--- config.mk ---
export PLATFORM = sky130hd
export DESIGN_NAME = size_class_bitmap_allocator_core
export DESIGN_NICKNAME = d
export VERILOG_FILES = /design/src/sbalc_pkg.sv /design/src/sbalc_ram.sv /design/src/sbalc_scan.sv /design/src/sbalc_cfg.sv /design/src/size_class_bitmap_allocator_core.sv
export VERILOG_INCLUDE_DIRS = /design/src /design/src/src
export SDC_FILE = /design/constraint.sdc
export NUM_CORES = 2
export LEC_CHECK = 0
export ABC_AREA = 1
export BUFFER_PORTS_ARGS = -buffer_cell sky130_fd_sc_hd__buf_4
export CAP_MARGIN = 20
export CORE_UTILIZATION = 45
export CTS_BUF_LIST = sky130_fd_sc_hd__clkbuf_16
export DETAILED_ROUTE_END_ITERATION = 8
export GPL_TIMING_DRIVEN = 1
export REMOVE_ABC_BUFFERS = 1
export SETUP_SLACK_MARGIN = 0.15
export SYNTH_ARGS = -nofsm -noshare
export SYNTH_HDL_FRONTEND = slang
export SYNTH_HIERARCHICAL = 1
export SYNTH_SLANG_ARGS = --single-unit
--- constraint.sdc ---
create_clock -name i_clk -period 11.9 [get_ports i_clk]
set_input_delay 1.785 -clock i_clk [delete_from_list [all_inputs] [get_ports i_clk]]
set_output_delay 1.785 -clock i_clk [all_outputs]
set_load 0.01 [all_outputs]
--- src/size_class_bitmap_allocator_core_macros.svh ---
// Assertion macros for the size class bitmap allocator.
// Each use expands to one labeled concurrent assertion on i_clk,
// held off while i_rst_n is low, or to nothing if NO_ASSERTIONS.
`ifndef SIZE_CLASS_BITMAP_ALLOCATOR_CORE_MACROS_SVH
`define SIZE_CLASS_BITMAP_ALLOCATOR_CORE_MACROS_SVH
`ifndef NO_ASSERTIONS
`define SBALC_ASSERT(lbl, prop) \
    lbl: assert property (@(posedge i_clk) disable iff (!i_rst_n) (prop)) \
        else $error("sbalc: invariant violated");
`define SBALC_ASSERT_IMPL(lbl, ante, cons) \
    lbl: assert property (@(posedge i_clk) disable iff (!i_rst_n) (ante) |-> (cons)) \
        else $error("sbalc: implication violated");
`define SBALC_ASSERT_NEXT(lbl, ante, cons) \
    lbl: assert property (@(posedge i_clk) disable iff (!i_rst_n) (ante) |=> (cons)) \
        else $error("sbalc: next-cycle check violated");
`else
`define SBALC_ASSERT(lbl, prop)
`define SBALC_ASSERT_IMPL(lbl, ante, cons)
`define SBALC_ASSERT_NEXT(lbl, ante, cons)
`endif
`endif

--- src/sbalc_pkg.sv ---
package sbalc_pkg;

    localparam int WORD_BITS   = 32;  // bitmap bits per memory row
    localparam int BIT_W       = 5;   // bit select within a row
    localparam int MAX_ORDERS  = 8;
    localparam int ORD_W       = 3;
    localparam int NUM_REGS    = 5;
    localparam int SHIFT_W     = 5;
    localparam int FIXED_SHIFT = 31;  // orders without a register
    localparam int PADDR_W     = 5;
    localparam int PDATA_W     = 32;

    // result status codes
    localparam logic [2:0] ST_OK          = 3'd0;
    localparam logic [2:0] ST_TOO_LARGE   = 3'd1;
    localparam logic [2:0] ST_NO_FREE     = 3'd2;
    localparam logic [2:0] ST_BAD_ORDER   = 3'd3;
    localparam logic [2:0] ST_BAD_INDEX   = 3'd4;
    localparam logic [2:0] ST_DOUBLE_FREE = 3'd5;

    localparam logic [SHIFT_W-1:0] SHIFT_RESET [NUM_REGS] =
        '{5'd12, 5'd16, 5'd20, 5'd24, 5'd28};

    typedef struct packed {
        logic             clr;      // 1: clear bit_sel, 0: set first free bit
        logic [BIT_W-1:0] bit_sel;
    } t_scan_req;

    typedef struct packed {
        logic                 found;    // a free bit exists in the masked row
        logic [BIT_W-1:0]     first;    // lowest free bit
        logic                 is_set;   // bit_sel currently used
        logic [WORD_BITS-1:0] word_new; // row after set or clear
    } t_scan_rsp;

    function automatic int f_blocks(int b0, int k);
        return b0 >> (2 * k);
    endfunction

    function automatic int f_rows(int b0, int k);
        return (f_blocks(b0, k) + WORD_BITS - 1) / WORD_BITS;
    endfunction

    function automatic int f_row_base(int b0, int k);
        int acc;
        acc = 0;
        for (int i = 0; i < k; i++) begin
            acc += f_rows(b0, i);
        end
        return acc;
    endfunction

endpackage

--- src/sbalc_ram.sv ---
module sbalc_ram #(
    parameter int WIDTH = 32,
    parameter int DEPTH = 64,
    localparam int AW = (DEPTH > 1) ? $clog2(DEPTH) : 1
) (
    input  logic             i_clk,
    input  logic             i_we,
    input  logic [AW-1:0]    i_waddr,
    input  logic [WIDTH-1:0] i_wdata,
    input  logic [AW-1:0]    i_raddr,
    output logic [WIDTH-1:0] o_rdata
);

    logic [WIDTH-1:0] r_mem [DEPTH];
    logic [WIDTH-1:0] r_rdata;

    always_ff @(posedge i_clk) begin
        if (i_we) begin
            r_mem[i_waddr] <= i_wdata;
        end
        r_rdata <= r_mem[i_raddr];
    end

    assign o_rdata = r_rdata;

endmodule

--- src/sbalc_scan.sv ---
// Shared bitmap row unit: first-free search and single bit set/clear.
module sbalc_scan (
    input  logic [sbalc_pkg::WORD_BITS-1:0] i_word,
    input  logic [sbalc_pkg::WORD_BITS-1:0] i_mask,  // 1 = bit belongs to the order
    input  sbalc_pkg::t_scan_req            i_req,
    output sbalc_pkg::t_scan_rsp            o_rsp
);

    logic [sbalc_pkg::WORD_BITS-1:0] w_eff;
    logic [sbalc_pkg::BIT_W-1:0]     w_first;
    logic                            w_found;

    assign w_eff = i_word | ~i_mask;

    // priority encoder, lowest zero wins
    always_comb begin
        w_first = '0;
        w_found = 1'b0;
        for (int i = sbalc_pkg::WORD_BITS - 1; i >= 0; i--) begin
            if (!w_eff[i]) begin
                w_first = sbalc_pkg::BIT_W'(i);
                w_found = 1'b1;
            end
        end
    end

    always_comb begin
        o_rsp.found  = w_found;
        o_rsp.first  = w_first;
        o_rsp.is_set = i_word[i_req.bit_sel];
        if (i_req.clr) begin
            o_rsp.word_new = i_word & ~(sbalc_pkg::WORD_BITS'(1) << i_req.bit_sel);
        end else begin
            o_rsp.word_new = i_word | (sbalc_pkg::WORD_BITS'(1) << w_first);
        end
    end

endmodule

--- src/sbalc_cfg.sv ---
// Size shift registers behind the APB port.
module sbalc_cfg (
    input  logic                                                i_clk,
    input  logic                                                i_rst_n,
    input  logic                                                psel,
    input  logic                                                penable,
    input  logic                                                pwrite,
    input  logic [sbalc_pkg::PADDR_W-1:0]                       paddr,
    input  logic [sbalc_pkg::PDATA_W-1:0]                       pwdata,
    output logic [sbalc_pkg::PDATA_W-1:0]                       prdata,
    output logic                                                pready,
    output logic [sbalc_pkg::NUM_REGS-1:0][sbalc_pkg::SHIFT_W-1:0] o_shift
);

    logic [sbalc_pkg::SHIFT_W-1:0] r_shift [sbalc_pkg::NUM_REGS];
    logic [2:0]                    w_idx;
    logic                          w_wr;

    assign pready = 1'b1;
    assign w_idx  = paddr[4:2];
    assign w_wr   = psel & penable & pwrite & pready;

    always_ff @(posedge i_clk) begin
        if (!i_rst_n) begin
            for (int i = 0; i < sbalc_pkg::NUM_REGS; i++) begin
                r_shift[i] <= sbalc_pkg::SHIFT_RESET[i];
            end
        end else begin
            for (int i = 0; i < sbalc_pkg::NUM_REGS; i++) begin
                if (w_wr && (w_idx == 3'(i))) begin
                    r_shift[i] <= pwdata[sbalc_pkg::SHIFT_W-1:0];
                end
            end
        end
    end

    always_comb begin
        prdata = '0;
        for (int i = 0; i < sbalc_pkg::NUM_REGS; i++) begin
            o_shift[i] = r_shift[i];
            if (w_idx == 3'(i)) begin
                prdata = sbalc_pkg::PDATA_W'(r_shift[i]);
            end
        end
    end

endmodule

--- src/size_class_bitmap_allocator_core.sv ---
// Allocate: one fit compare per order tried, then one read/check pair per bitmap row read
//           (one 32-bit row per pair, one RAM read port), then the result.
// Free: range checks, row read, used-bit check and clear; bad order/index: checks only.
// Throughput: one request in flight; the next transfer is taken once the result is queued.
// Reset (sync, i_rst_n low): bitmap rows read as zero via per-row valid flops,
// counters clear to zero, size shifts return to 12/16/20/24/28; no clearing pass.
`include "size_class_bitmap_allocator_core_macros.svh"

module size_class_bitmap_allocator_core #(
    parameter int ORDER_COUNT   = 5,
    parameter int BLOCKS_ORDER0 = 1024
) (
    input  logic        i_clk,
    input  logic        i_rst_n,
    // request channel
    input  logic        i_valid,
    output logic        o_stall,
    input  logic        i_req_type,
    input  logic [31:0] i_request_size,
    input  logic [2:0]  i_free_order,
    input  logic [10:0] i_free_index,
    // result channel
    output logic        o_valid,
    input  logic        i_stall,
    output logic [2:0]  o_status,
    output logic [2:0]  o_granted_order,
    output logic [9:0]  o_granted_index,
    output logic [40:0] o_byte_offset,
    output logic [31:0] o_order_alloc_count,
    output logic [31:0] o_order_free_count,
    // configuration
    input  logic                              psel,
    input  logic                              penable,
    input  logic                              pwrite,
    input  logic [sbalc_pkg::PADDR_W-1:0]     paddr,
    input  logic [sbalc_pkg::PDATA_W-1:0]     pwdata,
    output logic [sbalc_pkg::PDATA_W-1:0]     prdata,
    output logic                              pready
);

    // ---------------------------------------------------------------------
    // Geometry. Every order starts on its own bitmap row; rows of all orders
    // sit back to back in ascending order, so fallback to a higher order is
    // just continuing the row walk.
    // ---------------------------------------------------------------------
    localparam int ROWS0      = sbalc_pkg::f_rows(BLOCKS_ORDER0, 0);
    localparam int TOTAL_ROWS = sbalc_pkg::f_row_base(BLOCKS_ORDER0, ORDER_COUNT);
    localparam int ROW_W      = (TOTAL_ROWS > 1) ? $clog2(TOTAL_ROWS) : 1;
    localparam int RCNT_W     = $clog2(TOTAL_ROWS + 1);
    localparam int WORD_W     = (ROWS0 > 1) ? $clog2(ROWS0) : 1;
    localparam int IDXF_W     = WORD_W + sbalc_pkg::BIT_W;
    localparam int OFF_W      = IDXF_W + (2 ** sbalc_pkg::SHIFT_W) - 1;
    localparam int BLK_W      = $clog2(BLOCKS_ORDER0 + 1);

    localparam logic [2:0] ST_OK          = sbalc_pkg::ST_OK;
    localparam logic [2:0] ST_TOO_LARGE   = sbalc_pkg::ST_TOO_LARGE;
    localparam logic [2:0] ST_NO_FREE     = sbalc_pkg::ST_NO_FREE;
    localparam logic [2:0] ST_BAD_ORDER   = sbalc_pkg::ST_BAD_ORDER;
    localparam logic [2:0] ST_BAD_INDEX   = sbalc_pkg::ST_BAD_INDEX;
    localparam logic [2:0] ST_DOUBLE_FREE = sbalc_pkg::ST_DOUBLE_FREE;

    typedef enum logic [6:0] {
        S_IDLE = 7'b0000001,  // take a request
        S_FIT  = 7'b0000010,  // one size compare per order
        S_RD   = 7'b0000100,  // bitmap row read in flight
        S_ACHK = 7'b0001000,  // allocate: search row, set bit
        S_FCHK = 7'b0010000,  // free: range checks, row address
        S_FUPD = 7'b0100000,  // free: check used bit, clear it
        S_DONE = 7'b1000000   // wait for the result register
    } t_state;

    t_state r_state;

    // per-order constants and live shifts
    logic [BLK_W-1:0]              w_blocks   [sbalc_pkg::MAX_ORDERS];
    logic [RCNT_W-1:0]             w_rows     [sbalc_pkg::MAX_ORDERS];
    logic [ROW_W-1:0]              w_row_base [sbalc_pkg::MAX_ORDERS];
    logic [sbalc_pkg::SHIFT_W-1:0] w_shift    [sbalc_pkg::MAX_ORDERS];
    logic [sbalc_pkg::NUM_REGS-1:0][sbalc_pkg::SHIFT_W-1:0] w_cfg_shift;

    // request context
    logic                         r_free;
    logic [31:0]                  r_size;
    logic [2:0]                   r_forder;
    logic [10:0]                  r_fidx;
    logic [sbalc_pkg::ORD_W-1:0]  r_ord;
    logic [ROW_W-1:0]             r_row;
    logic [WORD_W-1:0]            r_word;   // row within the current order
    logic [sbalc_pkg::BIT_W-1:0]  r_bit;
    logic [2:0]                   r_st;
    logic                         r_gok;    // allocation granted
    logic                         r_zc;     // report zero counters

    logic [TOTAL_ROWS-1:0]        r_vld;    // row written since reset
    logic [31:0]                  r_acnt [sbalc_pkg::MAX_ORDERS];
    logic [31:0]                  r_fcnt [sbalc_pkg::MAX_ORDERS];

    // result register
    logic        r_out_valid;
    logic [2:0]  r_out_status;
    logic [2:0]  r_out_granted_order;
    logic [9:0]  r_out_granted_index;
    logic [40:0] r_out_byte_offset;
    logic [31:0] r_out_acnt;
    logic [31:0] r_out_fcnt;

    logic [sbalc_pkg::WORD_BITS-1:0] w_ram_q;
    logic [sbalc_pkg::WORD_BITS-1:0] w_rdata;
    logic [sbalc_pkg::WORD_BITS-1:0] w_mask;
    logic [BLK_W-1:0]                w_rem;
    sbalc_pkg::t_scan_req            w_req;
    sbalc_pkg::t_scan_rsp            w_rsp;
    logic                            w_we;
    logic                            w_fit;
    logic                            w_last_word;
    logic                            w_bad_order;
    logic                            w_bad_index;
    logic [31:0]                     w_cnt_inc;
    logic [IDXF_W-1:0]               w_idx;
    logic [OFF_W-1:0]                w_off;
    logic                            w_out_free;
    logic                            w_out_err;
    logic                            w_out_nogrant;
    logic                            w_out_global;
    logic                            w_out_zero_cnt;

    for (genvar k = 0; k < sbalc_pkg::MAX_ORDERS; k++) begin : g_ord
        assign w_blocks[k]   = BLK_W'(sbalc_pkg::f_blocks(BLOCKS_ORDER0, k));
        assign w_rows[k]     = RCNT_W'(sbalc_pkg::f_rows(BLOCKS_ORDER0, k));
        assign w_row_base[k] = ROW_W'(sbalc_pkg::f_row_base(BLOCKS_ORDER0, k));
        if (k < sbalc_pkg::NUM_REGS) begin : g_reg
            assign w_shift[k] = w_cfg_shift[k];
        end else begin : g_fixed
            assign w_shift[k] = sbalc_pkg::SHIFT_W'(sbalc_pkg::FIXED_SHIFT);
        end
    end

    sbalc_cfg u_cfg (
        .i_clk   (i_clk),
        .i_rst_n (i_rst_n),
        .psel    (psel),
        .penable (penable),
        .pwrite  (pwrite),
        .paddr   (paddr),
        .pwdata  (pwdata),
        .prdata  (prdata),
        .pready  (pready),
        .o_shift (w_cfg_shift)
    );

    // bitmap store, one row per entry; read address is always r_row
    sbalc_ram #(
        .WIDTH (sbalc_pkg::WORD_BITS),
        .DEPTH (TOTAL_ROWS)
    ) u_bitmap (
        .i_clk   (i_clk),
        .i_we    (w_we),
        .i_waddr (r_row),
        .i_wdata (w_rsp.word_new),
        .i_raddr (r_row),
        .o_rdata (w_ram_q)
    );

    // rows never written read as all free
    assign w_rdata = r_vld[r_row] ? w_ram_q : '0;

    // blocks of this order still left from the current row onward; bits past
    // the order's block count are treated as used
    assign w_rem = w_blocks[r_ord] - BLK_W'({r_word, {sbalc_pkg::BIT_W{1'b0}}});
    always_comb begin
        if (32'(w_rem) >= 32'(sbalc_pkg::WORD_BITS)) begin
            w_mask = '1;
        end else begin
            w_mask = sbalc_pkg::WORD_BITS'((33'd1 << w_rem) - 33'd1);
        end
    end

    assign w_req.clr     = r_free;
    assign w_req.bit_sel = r_bit;

    sbalc_scan u_scan (
        .i_word (w_rdata),
        .i_mask (w_mask),
        .i_req  (w_req),
        .o_rsp  (w_rsp)
    );

    // bitmap write and counter bump always go together
    assign w_we = ((r_state == S_ACHK) && w_rsp.found) ||
                  ((r_state == S_FUPD) && w_rsp.is_set);
    assign w_cnt_inc = (r_free ? r_fcnt[r_ord] : r_acnt[r_ord]) + 32'd1;

    // size fit: request_size <= 1 << shift
    assign w_fit = ({1'b0, r_size} <= (33'd1 << w_shift[r_ord]));

    assign w_last_word = ((RCNT_W'(r_word) + RCNT_W'(1)) == w_rows[r_ord]);
    assign w_bad_order = ({1'b0, r_forder} >= 4'(ORDER_COUNT));
    assign w_bad_index = (32'(r_fidx) >= 32'(w_blocks[r_forder]));

    assign w_idx = {r_word, r_bit};
    assign w_off = OFF_W'(w_idx) << w_shift[r_ord];

    assign w_out_free = !r_out_valid || !i_stall;

    always_ff @(posedge i_clk) begin
        if (!i_rst_n) begin
            r_state     <= S_IDLE;
            r_out_valid <= 1'b0;
            r_row       <= '0;
            r_vld       <= '0;
            for (int i = 0; i < sbalc_pkg::MAX_ORDERS; i++) begin
                r_acnt[i] <= '0;
                r_fcnt[i] <= '0;
            end
        end else begin
            // the done state reloads the result register itself
            if (r_out_valid && !i_stall && (r_state != S_DONE)) begin
                r_out_valid <= 1'b0;
            end
            if (w_we) begin
                r_vld[r_row] <= 1'b1;
                if (r_free) begin
                    r_fcnt[r_ord] <= w_cnt_inc;
                end else begin
                    r_acnt[r_ord] <= w_cnt_inc;
                end
            end

            unique case (r_state)
                S_IDLE: begin
                    if (i_valid) begin
                        r_free   <= i_req_type;
                        r_size   <= i_request_size;
                        r_forder <= i_free_order;
                        r_fidx   <= i_free_index;
                        r_ord    <= '0;
                        r_word   <= '0;
                        r_gok    <= 1'b0;
                        r_zc     <= 1'b0;
                        r_state  <= i_req_type ? S_FCHK : S_FIT;
                    end
                end
                S_FIT: begin
                    if (w_fit) begin
                        if (w_rows[r_ord] == '0) begin
                            // empty order: every order above it is empty too
                            r_st    <= ST_NO_FREE;
                            r_zc    <= 1'b1;
                            r_state <= S_DONE;
                        end else begin
                            r_row   <= w_row_base[r_ord];
                            r_word  <= '0;
                            r_state <= S_RD;
                        end
                    end else if (r_ord == sbalc_pkg::ORD_W'(ORDER_COUNT - 1)) begin
                        r_st    <= ST_TOO_LARGE;
                        r_zc    <= 1'b1;
                        r_state <= S_DONE;
                    end else begin
                        r_ord <= r_ord + sbalc_pkg::ORD_W'(1);
                    end
                end
                S_RD: begin
                    r_state <= r_free ? S_FUPD : S_ACHK;
                end
                S_ACHK: begin
                    if (w_rsp.found) begin
                        r_bit   <= w_rsp.first;
                        r_st    <= ST_OK;
                        r_gok   <= 1'b1;
                        r_state <= S_DONE;
                    end else if (r_row == ROW_W'(TOTAL_ROWS - 1)) begin
                        r_st    <= ST_NO_FREE;
                        r_zc    <= 1'b1;
                        r_state <= S_DONE;
                    end else begin
                        r_row <= r_row + ROW_W'(1);
                        if (w_last_word) begin
                            r_ord  <= r_ord + sbalc_pkg::ORD_W'(1);
                            r_word <= '0;
                        end else begin
                            r_word <= r_word + WORD_W'(1);
                        end
                        r_state <= S_RD;
                    end
                end
                S_FCHK: begin
                    if (w_bad_order) begin
                        r_st    <= ST_BAD_ORDER;
                        r_zc    <= 1'b1;
                        r_state <= S_DONE;
                    end else begin
                        r_ord <= r_forder;
                        if (w_bad_index) begin
                            r_st    <= ST_BAD_INDEX;
                            r_state <= S_DONE;
                        end else begin
                            r_row   <= w_row_base[r_forder] +
                                       ROW_W'(r_fidx >> sbalc_pkg::BIT_W);
                            r_bit   <= r_fidx[sbalc_pkg::BIT_W-1:0];
                            r_state <= S_RD;
                        end
                    end
                end
                S_FUPD: begin
                    r_st    <= w_rsp.is_set ? ST_OK : ST_DOUBLE_FREE;
                    r_state <= S_DONE;
                end
                S_DONE: begin
                    if (w_out_free) begin
                        r_out_valid         <= 1'b1;
                        r_out_status        <= r_st;
                        r_out_granted_order <= r_gok ? r_ord : 3'd0;
                        r_out_granted_index <= r_gok ? 10'(w_idx) : 10'd0;
                        r_out_byte_offset   <= r_gok ? 41'(w_off) : 41'd0;
                        r_out_acnt          <= r_zc ? 32'd0 : r_acnt[r_ord];
                        r_out_fcnt          <= r_zc ? 32'd0 : r_fcnt[r_ord];
                        r_state             <= S_IDLE;
                    end
                end
                default: begin
                    r_state <= S_IDLE;
                end
            endcase
        end
    end

    assign o_stall             = (r_state != S_IDLE);
    assign o_valid             = r_out_valid;
    assign o_status            = r_out_status;
    assign o_granted_order     = r_out_granted_order;
    assign o_granted_index     = r_out_granted_index;
    assign o_byte_offset       = r_out_byte_offset;
    assign o_order_alloc_count = r_out_acnt;
    assign o_order_free_count  = r_out_fcnt;

    // terms for the result checks below
    assign w_out_err      = r_out_valid && (r_out_status != ST_OK);
    assign w_out_nogrant  = (r_out_granted_order == 3'd0) && (r_out_granted_index == 10'd0) &&
                            (r_out_byte_offset == 41'd0);
    assign w_out_global   = r_out_valid && ((r_out_status == ST_TOO_LARGE) ||
                            (r_out_status == ST_NO_FREE) || (r_out_status == ST_BAD_ORDER));
    assign w_out_zero_cnt = (r_out_acnt == 32'd0) && (r_out_fcnt == 32'd0);

    // row pointer never leaves the bitmap
    `SBALC_ASSERT(a_row_range, r_row <= ROW_W'(TOTAL_ROWS - 1))
    // a bitmap update is always followed by the result stage
    `SBALC_ASSERT_NEXT(a_write_then_done, w_we, r_state == S_DONE)
    // results are only loaded out of the done state
    `SBALC_ASSERT_IMPL(a_load_from_done, $rose(r_out_valid), $past(r_state == S_DONE))
    // a failed result carries no grant
    `SBALC_ASSERT_IMPL(a_no_grant_on_error, w_out_err, w_out_nogrant)
    // global failures report zero counters
    `SBALC_ASSERT_IMPL(a_zero_counts, w_out_global, w_out_zero_cnt)

endmodule

==> impl_metrics.py <==
metrics = {
    "worst_setup_path": {
        "reg2reg_to": "r_fcnt[0][3]$_SDFFCE_PN0P_",
        "crit_cells": 31,
        "critPathBufInv": 5,
        "end_kind": "flop",
        "cp-start-kind": "flop",
        "path_delay_family": "simple AND/OR/NAND/NOR gates",
        "rr_worst_depth": 31,
        "worst-setup-path-type": "flop to flop",
        "worstPathArrival_ps": 9110,
        "crit_end": "r_fcnt[0][3]$_SDFFCE_PN0P_",
        "cp_max_fo": 33,
        "slowest_stage": "nand2_2",
        "cp_slowest_stage_delay_ps": 920,
        "worstSetupStartpoint": "r_ord[2]$_DFFE_PP_",
        "r2r_start": "r_ord[2]$_DFFE_PP_",
        "reg2reg_slack_ps": 3100,
        "required_ps": 12210,
        "worst_path_most_repeated_cell": "nand2_1",
    },
    "synthesis": {
        "synth_area_sq_um": 98800,
        "synth_edf_count": 2131,
        "synth_area_leader_cell": "edfxtp_1",
        "synth_top_flop_cell": "edfxtp_1",
        "yosys_warnings": 6,
        "yosys.area.top_type_share": 0.648,
        "async_reset_ff_frac": 0,
        "synthCells": 9450,
        "synth_seq_cells": 2224,
        "yosys-top-cells-area": "edfxtp_1 65%, nand2_1 9.7%, nand3_1 7.1%",
        "synth_cell_type_count": 66,
        "yosysSeqAreaShare": 0.667,
        "avgSynthCellArea_sq_um": 10.5,
    },
    "outcome": {
        "status": "finished, final reports clean",
    },
    "detailed_routing": {
        "routed_via_density": 5.62,
        "wl_per_cell_um": 23.4,
        "dr.pass1.iters": 6,
        "drt-total-wl_um": 293000,
        "final_antenna_net_count": 0,
        "drtIter0Drc": 7629,
        "drc_errors": 0,
        "vias": 70300,
    },
    "timing": {
        "worst_slack_ps": 3100,
        "drv_slew": 0,
        "rsz0062_at_grt": "false",
        "setup-violations-final": 0,
        "hold_viol": 0,
        "maxSlewHeadroom": 0.225,
        "fin_tns_setup_ps": 0,
        "fin_crit_ps": 8800,
        "finalCritPeriodShare": 0.740,
        "worstMarginPinSlew_ps": 1160,
        "fmax_mhz": 114,
        "finalClockSkew_ps": 36.8,
    },
    "power": {
        "power_frac_comb": 0.240,
        "p_seq_frac": 0.438,
        "clkPwrFrac": 0.322,
        "leakagePower_uw": 0.0414,
        "peakVddDrop_uv": 153,
        "switching_share": 0.340,
        "p_switching_uw": 6900,
        "powerDensity_nw_per_um2": 185,
        "cell_internal_pwr_uw": 13400,
    },
    "clock_network": {
        "cts.sinks": 2224,
        "cts_buffer_depth": 3,
        "cts_root_buf": "clkbuf_16",
        "cts.hold.buffers_added": 0,
        "htreeDepth": 4,
        "cts_buffers": 220,
        "cts_setup_buffers": 0,
        "cts.clk_slew.worst_paths_ps": 60,
        "post_cts_resized": 0,
        "insertion_delay_ps": 870,
        "tritoncts": "done",
    },
    "place": {
        "routabilityCongestion": 0.928,
        "numPortBuffers": 189,
        "dp_slack_ps": 3150,
        "placed_area_sq_um": 103000,
        "dp_hpwl_um": 167000,
    },
    "global_route": {
        "overflow": 0,
        "grt_pass1_vias": 66200,
        "grt_max_degree": 198,
        "grt.total_usage": 0.259,
        "antenna_found_initial": 8,
        "grt_first_pass_wirelength_um": 430000,
    },
    "floorplan": {
        "design.die.area_sq_um": 221000,
        "top_level_ports": 247,
        "rows": 171,
        "core_region_area_sq_um": 218000,
        "start_util": 0.454,
        "die_height_um": 471,
        "chipWidth_um": 471,
    },
    "finish": {
        "layout_common_cells": "2529 x nand2_1, 2131 x edfxtp_1, 1402 x nand3_1",
        "final_area_sq_um": 110000,
        "areaGrowthSynthToFinish_pct": 11.0,
        "drive_gt1_frac": 0.104,
        "nNetsFinal": 9621,
        "final_common_cell": "nand2_1",
    },
    "worst_hold_path": {
        "min_path_type": "flop to flop",
        "whs_path_depth": 2,
    },
    "flow_run": {
        "cap_viol_max_count": 0,
    },
}
[Yosys cell counts, drive strengths merged (2+ instances only)]
master,count
nand2,2607
edfxtp,2131
nand3,1418
nor2,1005
inv,610
buf,328
o21ai,325
a21oi,278
clkbuf,266
dfxtp,93
o22ai,78
ha,57
nor3,46
nand4,42
o221ai,34
a31oi,22
nor4,11
o21bai,11
xor2,11
clkinv,10
a221oi,7
o211ai,7
xnor2,7
o31ai,5
nand3b,4
o2111ai,4
a211oi,3
a21o,3
and3,3
fa,3
or2,3
a22oi,2
clkinvlp,2
conb,2
dlygate4sd1,2
o311ai,2
o32ai,2
[cells by family (layout without fill, tap and decap cells)]
family                   count (synthesis)  in the layout  share of synthesized area
flip-flops                            2224           2224                      0.667
AO/OA/AOI/OAI                          787            787                     0.0473
adder cells (fa/ha/maj)                 60             60                    0.00783
other                                    2             32                  0.0000760
AND/OR/NAND/NOR                       5141           5141                      0.220
buffers and inverters                 1218           1393                     0.0559
XOR/XNOR                                18             18                    0.00198
[sequential cells by signal, indices dropped and copies added, names as in the netlist, 7 cells and up, named ones only]
| register | flops |
|---|---|
| r_state | 7 |
| r_size | 32 |
| o_order_free_count | 32 |
| r_fidx | 11 |
| r_fcnt | 256 |
| u_bitmap/o_rdata | 32 |
| o_byte_offset | 41 |
| o_order_alloc_count | 32 |
| o_granted_index | 10 |
| r_acnt | 256 |
| u_bitmap/r_mem | 1408 |
| u_cfg/r_shift | 25 |
| r_vld | 44 |
[metal layers]
metal / routed length [um] / track usage
met2: 135000 / 0.411
met3: 24300 / 0.0384
met1: 120000 / 0.354
met5: 57 / 0
met4: 13100 / 0.113
[area by class of cell]
class                           count  area, sq um
Antenna cell                        4         10.0
Tap cell                         2854         3570
Sequential cell                  2224        65900
Clock inverter                    181         1180
Timing Repair Buffer              368         3060
Fill cell                       19300       108000
Multi-Input combinational cell   6034        28000
Clock buffer                      222         5560
Inverter                          622         2370
[power groups by stage]
stage          clock, uW  sequential (uW)  combinational, uW
2_1_floorplan          0             9250               2970
5_1_grt             6920             8900               5300
4_1_cts             6630             8890               4810
6_report            6550             8890               4880
3_3_place_gp           0             9050               4720
3_5_place_dp           0             9060               4790
[through the flow]
stage / hold slack [ps] / utilization / power [uW] / instances
after floorplan: 400 / - / 12200 / 8880
after global placement: 445 / 0.472 / 13800 / 12100
after detailed placement: 451 / 0.472 / 13800 / 12100
after CTS: 462 / 0.503 / 20300 / 12500
after global routing: 485 / 0.504 / 21100 / 12500
final: 457 / 0.504 / 20300 / 12500
[worst register-to-register path: cells and delay by family, from the launching register on]
kind,cells,cell delay (ps)
buffers and inverters,5,940
AND/OR/NAND/NOR,21,5490
AO/OA/AOI/OAI,3,360
flip-flops,1,830
adder cells (fa/ha/maj),2,540
[worst min-delay path by stage]
stage | start | to | slack (ps)
2_1_floorplan | r_st[0]$_DFFE_PP_ | o_status[0]$_DFFE_PP_ | 400
3_3_place_gp | r_vld[7]$_SDFFE_PN0N_ | r_vld[7]$_SDFFE_PN0N_ | 450
3_5_place_dp | r_vld[31]$_SDFFE_PN0N_ | r_vld[31]$_SDFFE_PN0N_ | 450
4_1_cts | r_vld[31]$_SDFFE_PN0N_ | r_vld[31]$_SDFFE_PN0N_ | 460
5_1_grt | r_st[1]$_DFFE_PP_ | o_status[1]$_DFFE_PP_ | 490
6_report | r_vld[31]$_SDFFE_PN0N_ | r_vld[31]$_SDFFE_PN0N_ | 460
No activity file was read; power rests on OpenSTA's default activity.
